<file path="src/rtl/psfp_pkg.sv">
`timescale 1ns / 1ps
`default_nettype none
package psfp_pkg;

  localparam logic [7:0] CH_STAR  = 8'h2A;
  localparam logic [7:0] CH_S     = 8'h53;
  localparam logic [7:0] CH_BAR   = 8'h7C;
  localparam logic [7:0] CH_P     = 8'h50;
  localparam logic [7:0] CH_SPACE = 8'h20;
  localparam logic [7:0] CH_ZERO  = 8'h30;

  localparam logic [3:0] PH_HEADER    = 4'd0;
  localparam logic [3:0] PH_COMMAND   = 4'd1;
  localparam logic [3:0] PH_CMD_DELIM = 4'd2;
  localparam logic [3:0] PH_ADDR      = 4'd3;
  localparam logic [3:0] PH_FLAG1     = 4'd5;
  localparam logic [3:0] PH_FLAG5     = 4'd9;
  localparam logic [3:0] PH_TEMPLATE  = 4'd10;
  localparam logic [3:0] PH_TERM      = 4'd11;
  localparam logic [3:0] PH_DONE      = 4'd12;

  localparam logic [3:0] ERR_NONE       = 4'd0;
  localparam logic [3:0] ERR_HEADER     = 4'd1;
  localparam logic [3:0] ERR_COMMAND    = 4'd2;
  localparam logic [3:0] ERR_CMD_DELIM  = 4'd3;
  localparam logic [3:0] ERR_FLAG1      = 4'd4;
  localparam logic [3:0] ERR_TEMPLATE   = 4'd9;
  localparam logic [3:0] ERR_TERMINATOR = 4'd10;
  localparam logic [3:0] ERR_INVALID    = 4'd11;

  localparam logic [1:0] AM_SKIP   = 2'd0;
  localparam logic [1:0] AM_DIGITS = 2'd1;
  localparam logic [1:0] AM_DONE   = 2'd2;

  localparam int NUM_FLAGS = 5;

  typedef logic [7:0] flag_array_t [NUM_FLAGS];

  function automatic logic [7:0] mark_of(input logic [3:0] ph);
    logic [7:0] m;
    case (ph)
      PH_HEADER, PH_TERM: m = CH_STAR;
      PH_COMMAND:         m = CH_S;
      default:            m = CH_BAR;
    endcase
    return m;
  endfunction

  function automatic logic [26:0] pack_status(input flag_array_t f);
    logic [7:0] f5;
    f5 = f[4];
    return {f[0][5:0], f[1][5:0], f[2][5:0], f[3][3:0],
            f5[5], f5[4], ~f5[3], f5[2], f5[0]};
  endfunction

endpackage
`default_nettype wire

</file>
<file path="src/rtl/printer_status_frame_parser.sv">
// Printer status reply parser.
// The result of a reply is registered and appears in the cycle after its final byte is accepted.
// Throughput: one byte per cycle while in_ready is high; the per-byte state update is a single registered step.
// in_ready stays high while the result register is empty or being taken.
// Reset (rst, synchronous, active high) clears the parse state and empties the result register.
`timescale 1ns / 1ps
`default_nettype none
module printer_status_frame_parser
  import psfp_pkg::*;
(
  input  wire logic        clk,
  input  wire logic        rst,
  input  wire logic        in_valid,
  output logic             in_ready,
  input  wire logic [7:0]  data_byte,
  input  wire logic        final_byte,
  output logic             out_valid,
  input  wire logic        out_ready,
  output logic             parse_ok,
  output logic [3:0]       error_code,
  output logic [31:0]      unit_address,
  output logic [7:0]       template_id,
  output logic [26:0]      status_bits
);

  logic [3:0]  phase, phase_next;
  logic [1:0]  position, position_next;
  logic [1:0]  field_length, field_length_next;
  logic [7:0]  field_first, field_first_next;
  logic [31:0] address_accum, address_accum_next;
  logic [1:0]  address_mode, address_mode_next;
  flag_array_t flag_store, flag_store_next;
  logic [7:0]  template_byte, template_byte_next;
  logic [3:0]  error_latch, error_latch_next;
  logic        ended, ended_next;

  logic        in_fire;
  logic        is_digit, is_space;
  logic [3:0]  digit;
  logic [35:0] addr_prod;
  logic [31:0] addr_sat;
  logic [3:0]  mark_err;
  logic [3:0]  final_err;

  assign in_ready = !out_valid || out_ready;
  assign in_fire  = in_valid && in_ready;

  assign is_digit  = data_byte inside {[8'h30:8'h39]};
  assign is_space  = data_byte inside {CH_SPACE, [8'h09:8'h0D]};
  assign digit     = 4'(data_byte - CH_ZERO);
  assign addr_prod = {1'b0, address_accum, 3'b000} + {3'b000, address_accum, 1'b0}
                   + {32'd0, digit};
  assign addr_sat  = (|addr_prod[35:32]) ? 32'hFFFF_FFFF : addr_prod[31:0];

  always_comb begin
    phase_next         = phase;
    position_next      = (position == 2'd3) ? position : position + 2'd1;
    field_length_next  = field_length;
    field_first_next   = field_first;
    address_accum_next = address_accum;
    address_mode_next  = address_mode;
    flag_store_next    = flag_store;
    template_byte_next = template_byte;
    error_latch_next   = error_latch;
    ended_next         = ended;
    mark_err           = ERR_NONE;

    if (!ended && error_latch == ERR_NONE) begin
      if (data_byte == mark_of(phase)) begin
        case (phase)
          PH_HEADER: begin
            if (position != 2'd0 || field_length != 2'd0) mark_err = ERR_HEADER;
          end
          PH_COMMAND: begin
            if (position != 2'd1 || field_length != 2'd0) mark_err = ERR_COMMAND;
          end
          PH_CMD_DELIM: begin
            if (position != 2'd2 || field_length != 2'd0) mark_err = ERR_CMD_DELIM;
          end
          PH_TEMPLATE: begin
            if (field_length == 2'd0 || field_first != CH_P) mark_err = ERR_TEMPLATE;
            else if (field_length == 2'd1) template_byte_next = CH_BAR;
          end
          PH_TERM: begin
            if (field_length != 2'd0 || !final_byte) mark_err = ERR_TERMINATOR;
          end
          default: begin
            if (phase inside {[PH_FLAG1:PH_FLAG5]}) begin
              if (field_length != 2'd1) begin
                mark_err = ERR_FLAG1 + (phase - PH_FLAG1);
              end else begin
                for (int k = 0; k < NUM_FLAGS; k++) begin
                  if (phase == PH_FLAG1 + 4'(k)) flag_store_next[k] = field_first;
                end
              end
            end
          end
        endcase
        if (mark_err != ERR_NONE) begin
          error_latch_next = mark_err;
        end else begin
          phase_next        = phase + 4'd1;
          field_length_next = 2'd0;
          ended_next        = (phase == PH_TERM);
        end
      end else begin
        if (phase == PH_ADDR) begin
          case (address_mode)
            AM_SKIP: begin
              if (is_digit) begin
                address_accum_next = {28'd0, digit};
                address_mode_next  = AM_DIGITS;
              end else if (!is_space) begin
                address_mode_next = AM_DONE;
              end
            end
            AM_DIGITS: begin
              if (is_digit) address_accum_next = addr_sat;
              else address_mode_next = AM_DONE;
            end
            default: ;
          endcase
        end
        if (field_length == 2'd0) field_first_next = data_byte;
        else if (field_length == 2'd1 && phase == PH_TEMPLATE) template_byte_next = data_byte;
        if (field_length != 2'd3) field_length_next = field_length + 2'd1;
      end
    end

    final_err = error_latch_next;
    if (final_err == ERR_NONE && !ended_next) final_err = ERR_INVALID;
  end

  // Parse state; the final byte returns everything to the idle values.
  always_ff @(posedge clk) begin
    if (rst || (in_fire && final_byte)) begin
      phase         <= PH_HEADER;
      position      <= 2'd0;
      field_length  <= 2'd0;
      field_first   <= 8'd0;
      address_accum <= 32'd0;
      address_mode  <= AM_SKIP;
      for (int k = 0; k < NUM_FLAGS; k++) flag_store[k] <= 8'd0;
      template_byte <= CH_SPACE;
      error_latch   <= ERR_NONE;
      ended         <= 1'b0;
    end else if (in_fire) begin
      phase         <= phase_next;
      position      <= position_next;
      field_length  <= field_length_next;
      field_first   <= field_first_next;
      address_accum <= address_accum_next;
      address_mode  <= address_mode_next;
      flag_store    <= flag_store_next;
      template_byte <= template_byte_next;
      error_latch   <= error_latch_next;
      ended         <= ended_next;
    end
  end

  always_ff @(posedge clk) begin
    if (rst) begin
      out_valid <= 1'b0;
    end else if (in_fire && final_byte) begin
      out_valid <= 1'b1;
    end else if (out_ready) begin
      out_valid <= 1'b0;
    end
  end

  // Flags, address and template cannot change on a successful terminator byte.
  always_ff @(posedge clk) begin
    if (in_fire && final_byte) begin
      parse_ok   <= (final_err == ERR_NONE);
      error_code <= final_err;
      if (final_err == ERR_NONE) begin
        unit_address <= address_accum;
        template_id  <= template_byte;
        status_bits  <= pack_status(flag_store);
      end else begin
        unit_address <= 32'd0;
        template_id  <= 8'd0;
        status_bits  <= 27'd0;
      end
    end
  end

  a_ok_no_err: assert property (@(posedge clk) disable iff (rst)
    out_valid && parse_ok |-> error_code == ERR_NONE)
    else $error("parse_ok with nonzero error code");

  a_fail_zero: assert property (@(posedge clk) disable iff (rst)
    out_valid && !parse_ok |-> unit_address == 32'd0 && template_id == 8'd0
                               && status_bits == 27'd0)
    else $error("failed reply carries nonzero fields");

  a_final_result: assert property (@(posedge clk) disable iff (rst)
    in_fire && final_byte |=> out_valid)
    else $error("final byte gave no result");

  a_ended_phase: assert property (@(posedge clk) disable iff (rst)
    ended |-> phase == PH_DONE && error_latch == ERR_NONE)
    else $error("ended with wrong phase or error");

  a_phase_range: assert property (@(posedge clk) disable iff (rst)
    !ended |-> phase <= PH_TERM)
    else $error("phase past terminator without end");

endmodule
`default_nettype wire

</file>
<file path="config.mk">
export PLATFORM = sky130hd
export DESIGN_NAME = printer_status_frame_parser
export DESIGN_NICKNAME = d
export VERILOG_FILES = /design/src/rtl/psfp_pkg.sv /design/src/rtl/printer_status_frame_parser.sv
export SDC_FILE = /design/constraint.sdc
export NUM_CORES = 1
export LEC_CHECK = 0
export BUFFER_PORTS_ARGS = -buffer_cell sky130_fd_sc_hd__buf_4
export CORE_MARGIN = 10
export CORE_UTILIZATION = 54
export DETAILED_ROUTE_END_ITERATION = 10
export PLACE_DENSITY = 0.78
export SYNTH_ARGS = -nofsm -noshare
export SYNTH_HDL_FRONTEND = slang
export SYNTH_SLANG_ARGS = --single-unit
</file>
<file path="constraint.sdc">
create_clock -name clk -period 3.8 [get_ports clk]
set_clock_uncertainty 0.15 [all_clocks]
set_input_delay 0.76 -clock clk [delete_from_list [all_inputs] [get_ports clk]]
set_output_delay 0.76 -clock clk [all_outputs]
set_load 0.01 [all_outputs]
</file>
* Word level (Yosys, flattened, before mapping) *
Cells that the tools add are included.

operators by class
  bitwise logic cells = 6
  reductions and logical operators = 48
  $add $sub $neg = 8
  multiplexer cells = 38
  eq/ne operators = 29
  order comparisons = 6

operators by type and width
  kind                  count
  $mux W32              3
  $pmux W32 S2          1
  $mux W8               7
  $reduce_and A7 Y1     8
  $mux W4               10
  $add A35 B33 Y36      1
  $add A36 B4 Y36       1
  $pmux W4 S5           1
  $eq A4 B4 Y1 const B  4
  $logic_not A4 Y1      4
  $mux W2               8
  $ne A2 B2 Y1 const B  8
  $pmux W7 S2           1
  $reduce_bool A2 Y1    7
  $eq A4 B3 Y1 const B  3
  $reduce_and A4 Y1     3
  $eq A4 B2 Y1 const B  2
  $eq A8 B6 Y1 const B  1
  $eq A8 B8 Y1          1
  $ge A8 B4 Y1 const B  1
  $ge A8 B6 Y1 const B  1
  $le A8 B4 Y1 const B  1
  $le A8 B6 Y1 const B  1
  $logic_and A1 B1 Y1   8
  other kinds (24)      49

storage, ports and cells
  logic and storage cells = 155
  output and inout bits = 74
  input bits = 13
  register bits = 164

* Longest topological paths before layout *
Gate-level depths: netlist of run 1.

  depth in word-level cells = 15
  gate-level depth with buffers = 14
  gate-level depth less buffers = 13

* Worst setup path after synthesis of run 1 *
Ideal clock, no wire load.

  path kind = input port to flip-flop
  from = input port out_ready
  to = register address_accum[28]
  stages = 7
  path buffers = 1
  required time = 3.523 ns
  setup slack = -0.399 ns
  arrival = 3.921 ns
  setup time = 0.127 ns
  path through = nand2b_1 > and3_1 > or2_2 > clkbuf_1 > a31oi_1 > a221oi_1 > o21ai_1

between the ends
  longest elaborated chain between the ends = 4
  elaborated cells on any way between the ends = 5
  those cells by class = 5 x reduce/logical

RTL lines
  item                                                       line                                text
  from (decl)                                                printer_status_frame_parser.sv:18   input wire logic out_ready,
  $logic_or A1 B1 Y1 *                                       printer_status_frame_parser.sv:45   assign in_ready = !out_valid || out_ready;
  $logic_and A1 B1 Y1 *                                      printer_status_frame_parser.sv:46   assign in_fire = in_valid && in_ready;
  branches (longest 2 deep; another with $reduce_and A7 Y1)  n/a
  to (signal assigned)                                       printer_status_frame_parser.sv:152  address_accum <= address_accum_next;
  to (decl)                                                  printer_status_frame_parser.sv:30   logic [31:0] address_accum, address_accum_next;

Every way passes the cells marked *.
A chain may end at the register's enable or synchronous reset.

* Final worst setup path of run 1 *
  from = input port data_byte[3]
  to = register address_accum[3]

between the ends
  longest elaborated chain between the ends = 6
  elaborated cells on any way between the ends = 15
  those cells by class = 2 x add/sub; 2 x order compare; 3 x eq/ne; 4 x mux; 1 x bitwise; 3 x reduce/logical

RTL lines
  item              line                                text
  from (decl)       printer_status_frame_parser.sv:15   input wire logic [7:0] data_byte,
  $sub A4 B1 Y4     printer_status_frame_parser.sv:50   assign digit = 4'(data_byte - CH_ZERO);
  $add A36 B4 Y36   printer_status_frame_parser.sv:52   + {32'd0, digit};
  $reduce_or A4 Y1  printer_status_frame_parser.sv:53   assign addr_sat = (|addr_prod[35:32]) ? 32'hFFFF_FFFF : addr_prod[31:0];
  $mux W32          printer_status_frame_parser.sv:53
  $mux W32          printer_status_frame_parser.sv:118  if (is_digit) address_accum_next = addr_sat;
  $pmux W32 S2      printer_status_frame_parser.sv:108  case (address_mode)

Parallel ways exist; a longest one is shown, timed or not. The select of a mux whose other input is x is not followed.

==> results of run 1 <==
## worst register-to-register path, delay by kind of cell, from the launching register on
family | cells | cell delay, ps
and+or+nand+nor | 5 | 990
adders and majority gates | 2 | 950
AOI/OAI and AO/OA | 4 | 850
buffers and inverters | 3 | 400
DFF | 1 | 340
## layer usage
layer / share of wire (%) / track usage (%)
met5: 0 / 0
met4: 1.8 / 5.34
met3: 8.1 / 4.11
met2: 45 / 32.3
met1: 45 / 27.0
## cells in the mapped netlist, types with 15 or more instances
cell / number
nand3_1: 20
clkbuf_1: 33
dfxtp_1: 91
inv_1: 19
xnor2_1: 18
nor3_1: 15
ha_1: 75
and2_1: 71
edfxtp_1: 72
nor2_1: 100
a211oi_1: 25
nand2b_1: 15
o21ai_0: 33
nand2_1: 51
mux2i_1: 40
a21oi_1: 71
## power by group through the flow
stage                     Combinational [uW]  Sequential [uW]  Clock, uW
after floorplan                         92.9             1940          0
after global placement                   216             1930          0
after detailed placement                 220             1930          0
after CTS                                222             1890       1770
after global routing                     241             1890       1850
final                                    222             1890       1760
## flip-flops by register name, summed over array words and instances (netlist names)
| signal | flops |
|---|---|
| field_first | 8 |
| status_bits | 27 |
| template_byte | 8 |
| address_mode | 2 |
| template_id | 8 |
| field_length | 2 |
| address_accum | 32 |
| parse_ok | 1 |
| error_latch | 4 |
| out_valid | 1 |
| position | 2 |
| ended | 1 |
| phase | 4 |
| unit_address | 32 |
| flag_store | 27 |
| error_code | 4 |
## logic make-up after synthesis
family	synth area share [%]
AO/OA/AOI/OAI	15.7
XOR/XNOR	2.98
adder cells (fa/ha/maj)	10.7
buffers and inverters	3.14
flip-flops	43.7
multiplexers	4.39
AND/OR/NAND/NOR	19.4
## worst min-delay path by stage
| stage | from | endpoint | cells past startpoint |
|---|---|---|---|
| floorplan | template_byte[0] | template_byte[0] | 2 |
| global placement | template_byte[0] | template_byte[0] | 2 |
| detailed placement | template_byte[0] | template_byte[0] | 2 |
| CTS | template_byte[0] | template_byte[0] | 2 |
| global route | template_byte[0] | template_byte[0] | 2 |
| finish | template_byte[0] | template_byte[0] | 2 |
## what timing repair did
item,CTS,global route
cloned,0,2
resized for setup,1,27
pin swaps,0,6
endpoints found under the setup margin,1,111
setup buffers,0,3
## through the flow
step	utilization (%)	setup TNS, ps	cell area [um2]	power, uW	worst slack (ps)
floorplan	-	-2340	9140	2040	-90.4
global placement	61.2	-9360	10100	2140	-375
detailed placement	61.2	-12280	10100	2150	-460
CTS	65.0	0	10800	3880	31.6
global route	65.9	-4680	10900	3980	-176
finish	65.9	-353	10900	3870	-43.5
## final cells by class
class | count | area share (%)
clock buffers | 17 | 3.89
clock inverters | 15 | 1.84
inverters | 20 | 0.687
multi-input cells | 706 | 45.6
flip-flops and latches | 163 | 36.5
well taps | 220 | 2.52
repair buffers | 127 | 9.02
## cells in the final DEF, fill, tap and decap left out, drive strengths merged, types with 6 or more instances in the layout
master / Yosys / layout
buf: 12 / 127
nor2: 101 / 102
dfxtp: 91 / 91
ha: 75 / 75
edfxtp: 72 / 72
a21oi: 72 / 72
and2: 71 / 71
nand2: 55 / 55
o21ai: 45 / 45
mux2i: 40 / 40
inv: 19 / 25
a211oi: 25 / 25
nand3: 20 / 20
xnor2: 18 / 18
clkbuf: 33 / 17
nor3: 16 / 16
nand2b: 15 / 15
xor2: 13 / 13
nand4: 12 / 12
a31oi: 10 / 10
a21o: 10 / 10
nor2b: 10 / 10
clkinv: 1 / 10
a22oi: 7 / 7
o21a: 7 / 7
and3: 7 / 7
o21bai: 6 / 6
or2: 6 / 6
==> flow_summary_export.csv, run 1 <==
group,metric,value,unit
global_routing,grt_usage,20.1,%
critical_path,critPathRequiredTime,3950,ps
timing,slew-limit-headroom,38.1,%
detailed_routing,drt-total-wl,23500,um
critical_path,critPathTopFamily,"simple AND/OR/NAND/NOR gates",
synth,synthesis.area,9120,um2
clocking,insertion_delay,440,ps
status,violations,"setup timing",
power_and_ir_drop,power_frac_clock,45.5,%
run,cap_violations,0,
status,status,"finished with violations",
detailed_routing,first_pass_iters,6,
power_and_ir_drop,ir_drop,0.352,mV
layout,final_net_count,1125,
power_and_ir_drop,pwr-share-seq,48.7,%
timing,finalSetupViolCount,20,
critical_path,worstPathMaxFanout,14,
layout,area.sequential,3990,um2
synth,yosysSeqAreaShare,43.7,%
layout,final-instance-count-excl-fill,1268,
critical_path,rrSetupSlack,-10,ps
clocking,clk_transition_reported_paths,70,ps
critical_path,worstSetupEndpoint,"address_accum[3]",
critical_path,start_kind,"input port",
synth,async_flop_share,0,%
detailed_routing,viasPerCell,5.94,
layout,drive_above_1_share,19.7,%
global_routing,grt_pass1_vias,7297,
critical_path,reg2regPathDepth,14,
critical_path,crit_buf_inv,4,
critical_path,critPathLaunch,"data_byte[3]",
timing,fin_hold_ws,317,ps
critical_path,path_cells,"buf_4, fa_1, inv_1, fa_2, nor2b_2, o2111ai_2, nor3b_4, nor3_2, o2111ai_2, a2111o_1, and3_4, nor4_4, buf_4, buf_12, a41oi_2",
timing,min_period,3840,ps
power_and_ir_drop,combPwrFrac,5.7,%
critical_path,arrival,4000,ps
synth,yosysUniqueCellTypes,78,
power_and_ir_drop,leakage,0.00462,uW
critical_path,rr_startpoint,"address_accum[2]",
synth,avgSynthCellArea,9.77,um2
global_routing,grt_max_degree,73,
clocking,holdBufCountCts,0,
critical_path,cpMaxStageDelayCell,"fa_1",
timing,rsz0062_at_grt,"yes",
synth,yosys-top-cells-area,"edfxtp_1, dfxtp_1, ha_1, and2_1, mux2i_1",
clocking,cts_buffers,17,
critical_path,r2r-end,"address_accum[3]",
critical_path,criticalPathCategory,"input port to flip-flop",
timing,setup_slack,-43.5,ps
clocking,cts_max_path_buffers,2,
place,hpwl,15700,um
timing,fmax,260,MHz
synth,yosys.area.top_type,"edfxtp_1",
synth,yosysTopAreaCellShare,23.7,%
floorplan,die_area,22500,um2
clocking,root_buffer,"clkbuf_16",
timing,hold_viol_final,0,
floorplan,coreArea,16600,um2
critical_path,path_depth,15,
clocking,cts_tree,"built",
floorplan,die_w,150,um
floorplan,die_h,150,um
floorplan,pin_count,87,
power_and_ir_drop,switchingPower,1010,uW
layout,diodes,0,
global_routing,overflow,0,
timing,fin_crit_sh,101,%
synth,synth_cells,933,
layout,nFillCells,1295,
detailed_routing,drtIter0Drc,836,
critical_path,endpoint_kind,"flip-flop",
hold_path,hold_path.class,"flip-flop to flip-flop",
floorplan,floorplan.initialDensity,55.0,%
detailed_routing,vias,7535,
critical_path,cp_slowest_stage_delay,530,ps
detailed_routing,detail-route-antenna-nets,0,
layout,multi_input_area,4980,um2
power_and_ir_drop,p_int,2860,uW
global_routing,antenna_found_initial,0,
place,dp_cells,1231,
synth,synth_edf_count,72,
detailed_routing,drc,0,
layout,area_delta_synth_final,19.8,%
timing,worstMarginPinSlew,928,ps
clocking,clkSinkCount,163,
timing,maxSlewViolCount,0,
power_and_ir_drop,switching_share,26.1,%
floorplan,rows,47,
power_and_ir_drop,power_density,355,nW/um2
place,gp_congestion,0.941,
place,io_buffers,86,
clocking,cts_max_level,4,
synth,postSynthNetCount,1023,
global_routing,grt_first_pass_wirelength,37000,um
synth,ys_ff_latch,163,
synth,dominantRegCellSynth,"dfxtp_1",
synth,ys.warnings.count,0,
detailed_routing,routedWlPerCell,18.5,um
No activity file was read; power rests on OpenSTA's default activity.
==> inputs of run 2 (changes only) <==
Settings changed: ABC_AREA set to 1, CAP_MARGIN set to 20, CORE_UTILIZATION 54 to 55, PLACE_DENSITY 0.78 to 0.79.
==> flow_summary_export.csv, run 2 <==
group,metric,value,unit
power_and_ir_drop,ir_drop,0.340,mV
place,hpwl,17900,um
layout,area_delta_synth_final,15.8,%
timing,finalSetupViolCount,0,
place,dpl_cell_area,10600,um2
critical_path,r2r-end,"address_accum[21]",
layout,final_net_count,1493,
place,io_buffers,86,
critical_path,rr_startpoint,"address_accum[2]",
place,dp_cells,1609,
layout,nFillCells,1491,
layout,final_cell_mix,"nand2_1, inv_1, nor2_1",
synth,yosysTopAreaCellShare,22.4,%
global_routing,overflow,0,
detailed_routing,viasPerCell,5.17,
detailed_routing,detail-route-antenna-nets,0,
critical_path,rrSetupSlack,620,ps
synth,synth_edf_count,72,
synth,yosys.area.top_type,"edfxtp_1",
layout,stdcell_area,11200,um2
layout,area.sequential,3980,um2
clocking,clkSinkCount,163,
timing,maxSlewViolCount,0,
clocking,clk_transition_reported_paths,70,ps
critical_path,arrival,3460,ps
timing,totalNegativeSetupSlack,0,ps
hold_path,hold_end,"field_first[6]",
global_routing,grt_max_degree,53,
global_routing,antenna_found_initial,0,
synth,synthesis.area,9660,um2
synth,yosysMostFrequentCell,"nand2_1",
floorplan,die_h,153,um
critical_path,critPathTopFamily,"simple AND/OR/NAND/NOR gates",
floorplan,die_area,23300,um2
clocking,cts_buffers,17,
timing,rsz0062_at_grt,"no",
timing,fin_crit_sh,87.1,%
floorplan,floorplan.initialDensity,56.0,%
synth,ys_ff_latch,163,
detailed_routing,drc,0,
layout,diodes,0,
synth,postSynthNetCount,1404,
synth,async_flop_share,0,%
critical_path,path_cells,"buf_4, fa_1, inv_1, fa_1, inv_1, nand3_1, nand2_1, nand2_1, nand2_1, nand2_1, nand2_1, nand2_1, nand3_1, nand2_1, nor2_1, nand2_1, nand2_2, inv_2, nor2_1, nor2_1",
power_and_ir_drop,power_density,344,nW/um2
clocking,root_buffer,"clkbuf_16",
critical_path,path_common_cell,"nand2_1",
global_routing,grt_pass1_vias,8191,
floorplan,rows,48,
detailed_routing,drtIter0Drc,655,
critical_path,reg2regPathDepth,19,
clocking,cts_max_path_buffers,2,
floorplan,pin_count,87,
critical_path,cp_slowest_stage_delay,560,ps
layout,drive_above_1_share,11.5,%
timing,worstMarginPinSlew,651,ps
critical_path,worstPathMaxFanout,12,
clocking,insertion_delay,440,ps
detailed_routing,drt-total-wl,23700,um
detailed_routing,first_pass_iters,5,
detailed_routing,vias,8490,
critical_path,start_kind,"input port",
clocking,cts_tree,"built",
floorplan,coreArea,17200,um2
critical_path,criticalPathCategory,"input port to flip-flop",
detailed_routing,routedWlPerCell,14.5,um
hold_path,worstHoldStart,"field_first[6]",
critical_path,endpoint_kind,"flip-flop",
timing,hold_viol_final,0,
synth,yosys-top-cells-area,"edfxtp_1, dfxtp_1, nand2_1, ha_1, inv_1",
clocking,cts_post_setup_buffers_inserted,0,
synth,ys.warnings.count,0,
layout,final-instance-count-excl-fill,1641,
timing,fmax,302,MHz
place,gp_congestion,0.956,
critical_path,crit_buf_inv,4,
status,status,"complete, no violations",
synth,dominantRegCellSynth,"dfxtp_1",
floorplan,die_w,153,um
global_routing,grt_first_pass_wirelength,40300,um
global_routing,grt_usage,20.5,%
layout,final_common_cell,"nand2_1",
hold_path,hold_path.class,"flip-flop to flip-flop",
critical_path,cpMaxStageDelayCell,"fa_1",
timing,slew-limit-headroom,56.5,%
synth,yosysSeqAreaShare,41.3,%
critical_path,critPathRequiredTime,3950,ps
clocking,cts_resized,0,
synth,synth_commonest_cells,"nand2_1, inv_1, nor2_1, a21oi_1, dfxtp_1",
clocking,cts_max_level,4,
layout,largestRegisters,"address_accum: 32 flops, unit_address: 32 flops",
synth,synth_cells,1314,
run,cap_violations,0,
hold_path,worstHoldPathCells,2,
layout,multi_input_area,4720,um2
timing,min_period,3310,ps
synth,avgSynthCellArea,7.35,um2
power_and_ir_drop,leakage,0.00537,uW
synth,yosysUniqueCellTypes,38,
clocking,holdBufCountCts,0,
[run 2: report_power, final]
part	leakage, uW	switching, uW	total, uW	internal (uW)
clock	0.000301	869	1780	911
sequential	0.00144	16.8	1870	1860
combinational	0.00363	125	192	66.8
total	0.00537	1010	3840	2830
[run 2: per-layer routing]
layer / vias up / global-route usage, % / share of wire, %
met1: 3839 / 27.7 / 47
li1: 4382 / - / -
met3: 38 / 3.56 / 5.5
met2: 231 / 32.6 / 45
met5: - / 0 / 0
met4: 0 / 6.45 / 2.0
[run 2: area by class of cell]
| type | count | share of cell area (%) |
|---|---|---|
| sequential | 163 | 35.6 |
| clock inverter | 15 | 1.73 |
| timing repair buffer | 100 | 6.82 |
| clock buffer | 17 | 3.80 |
| inverter | 218 | 7.32 |
| multi-input combinational | 903 | 42.2 |
| tap | 225 | 2.52 |
[run 2: how the worst max path moves through the flow]
stage                        endpoint  slack (ps)    startpoint  cells after the start
finish              address_accum[21]         490  data_byte[3]                     20
global route        address_accum[21]         120  data_byte[3]                     20
CTS                 address_accum[21]         490  data_byte[3]                     20
detailed placement  address_accum[31]          40  data_byte[3]                     20
global placement    address_accum[22]         140  data_byte[3]                     20
floorplan               error_code[0]         300     out_ready                      4
[run 2: logic make-up (layout without fill, tap and decap cells)]
| logic type | count (synthesis) | count (layout) | synth area share [%] |
|---|---|---|---|
| buffers and inverters | 248 | 350 | 10.0 |
| adder cells (fa/ha/maj) | 77 | 77 | 10.1 |
| AO/OA/AOI/OAI | 183 | 183 | 10.1 |
| AND/OR/NAND/NOR | 628 | 628 | 27.1 |
| flip-flops | 163 | 163 | 41.3 |
| XOR/XNOR | 15 | 15 | 1.36 |
[run 2: tightest hold or removal path: stages, from the launching register on]
cell     delay, ps
dfxtp_1        300
inv_1           60
a21oi_1         50
[run 2: per-stage QoR]
step | utilization [%] | power (uW) | hold WS [ps] | setup WS [ps]
global placement | 61.3 | 2100 | 287 | 137
global route | 64.9 | 3970 | 336 | 116
CTS | 64.9 | 3870 | 306 | 490
detailed placement | 61.3 | 2100 | 294 | 37.2
floorplan | - | 2020 | 274 | 301
finish | 64.9 | 3840 | 308 | 490
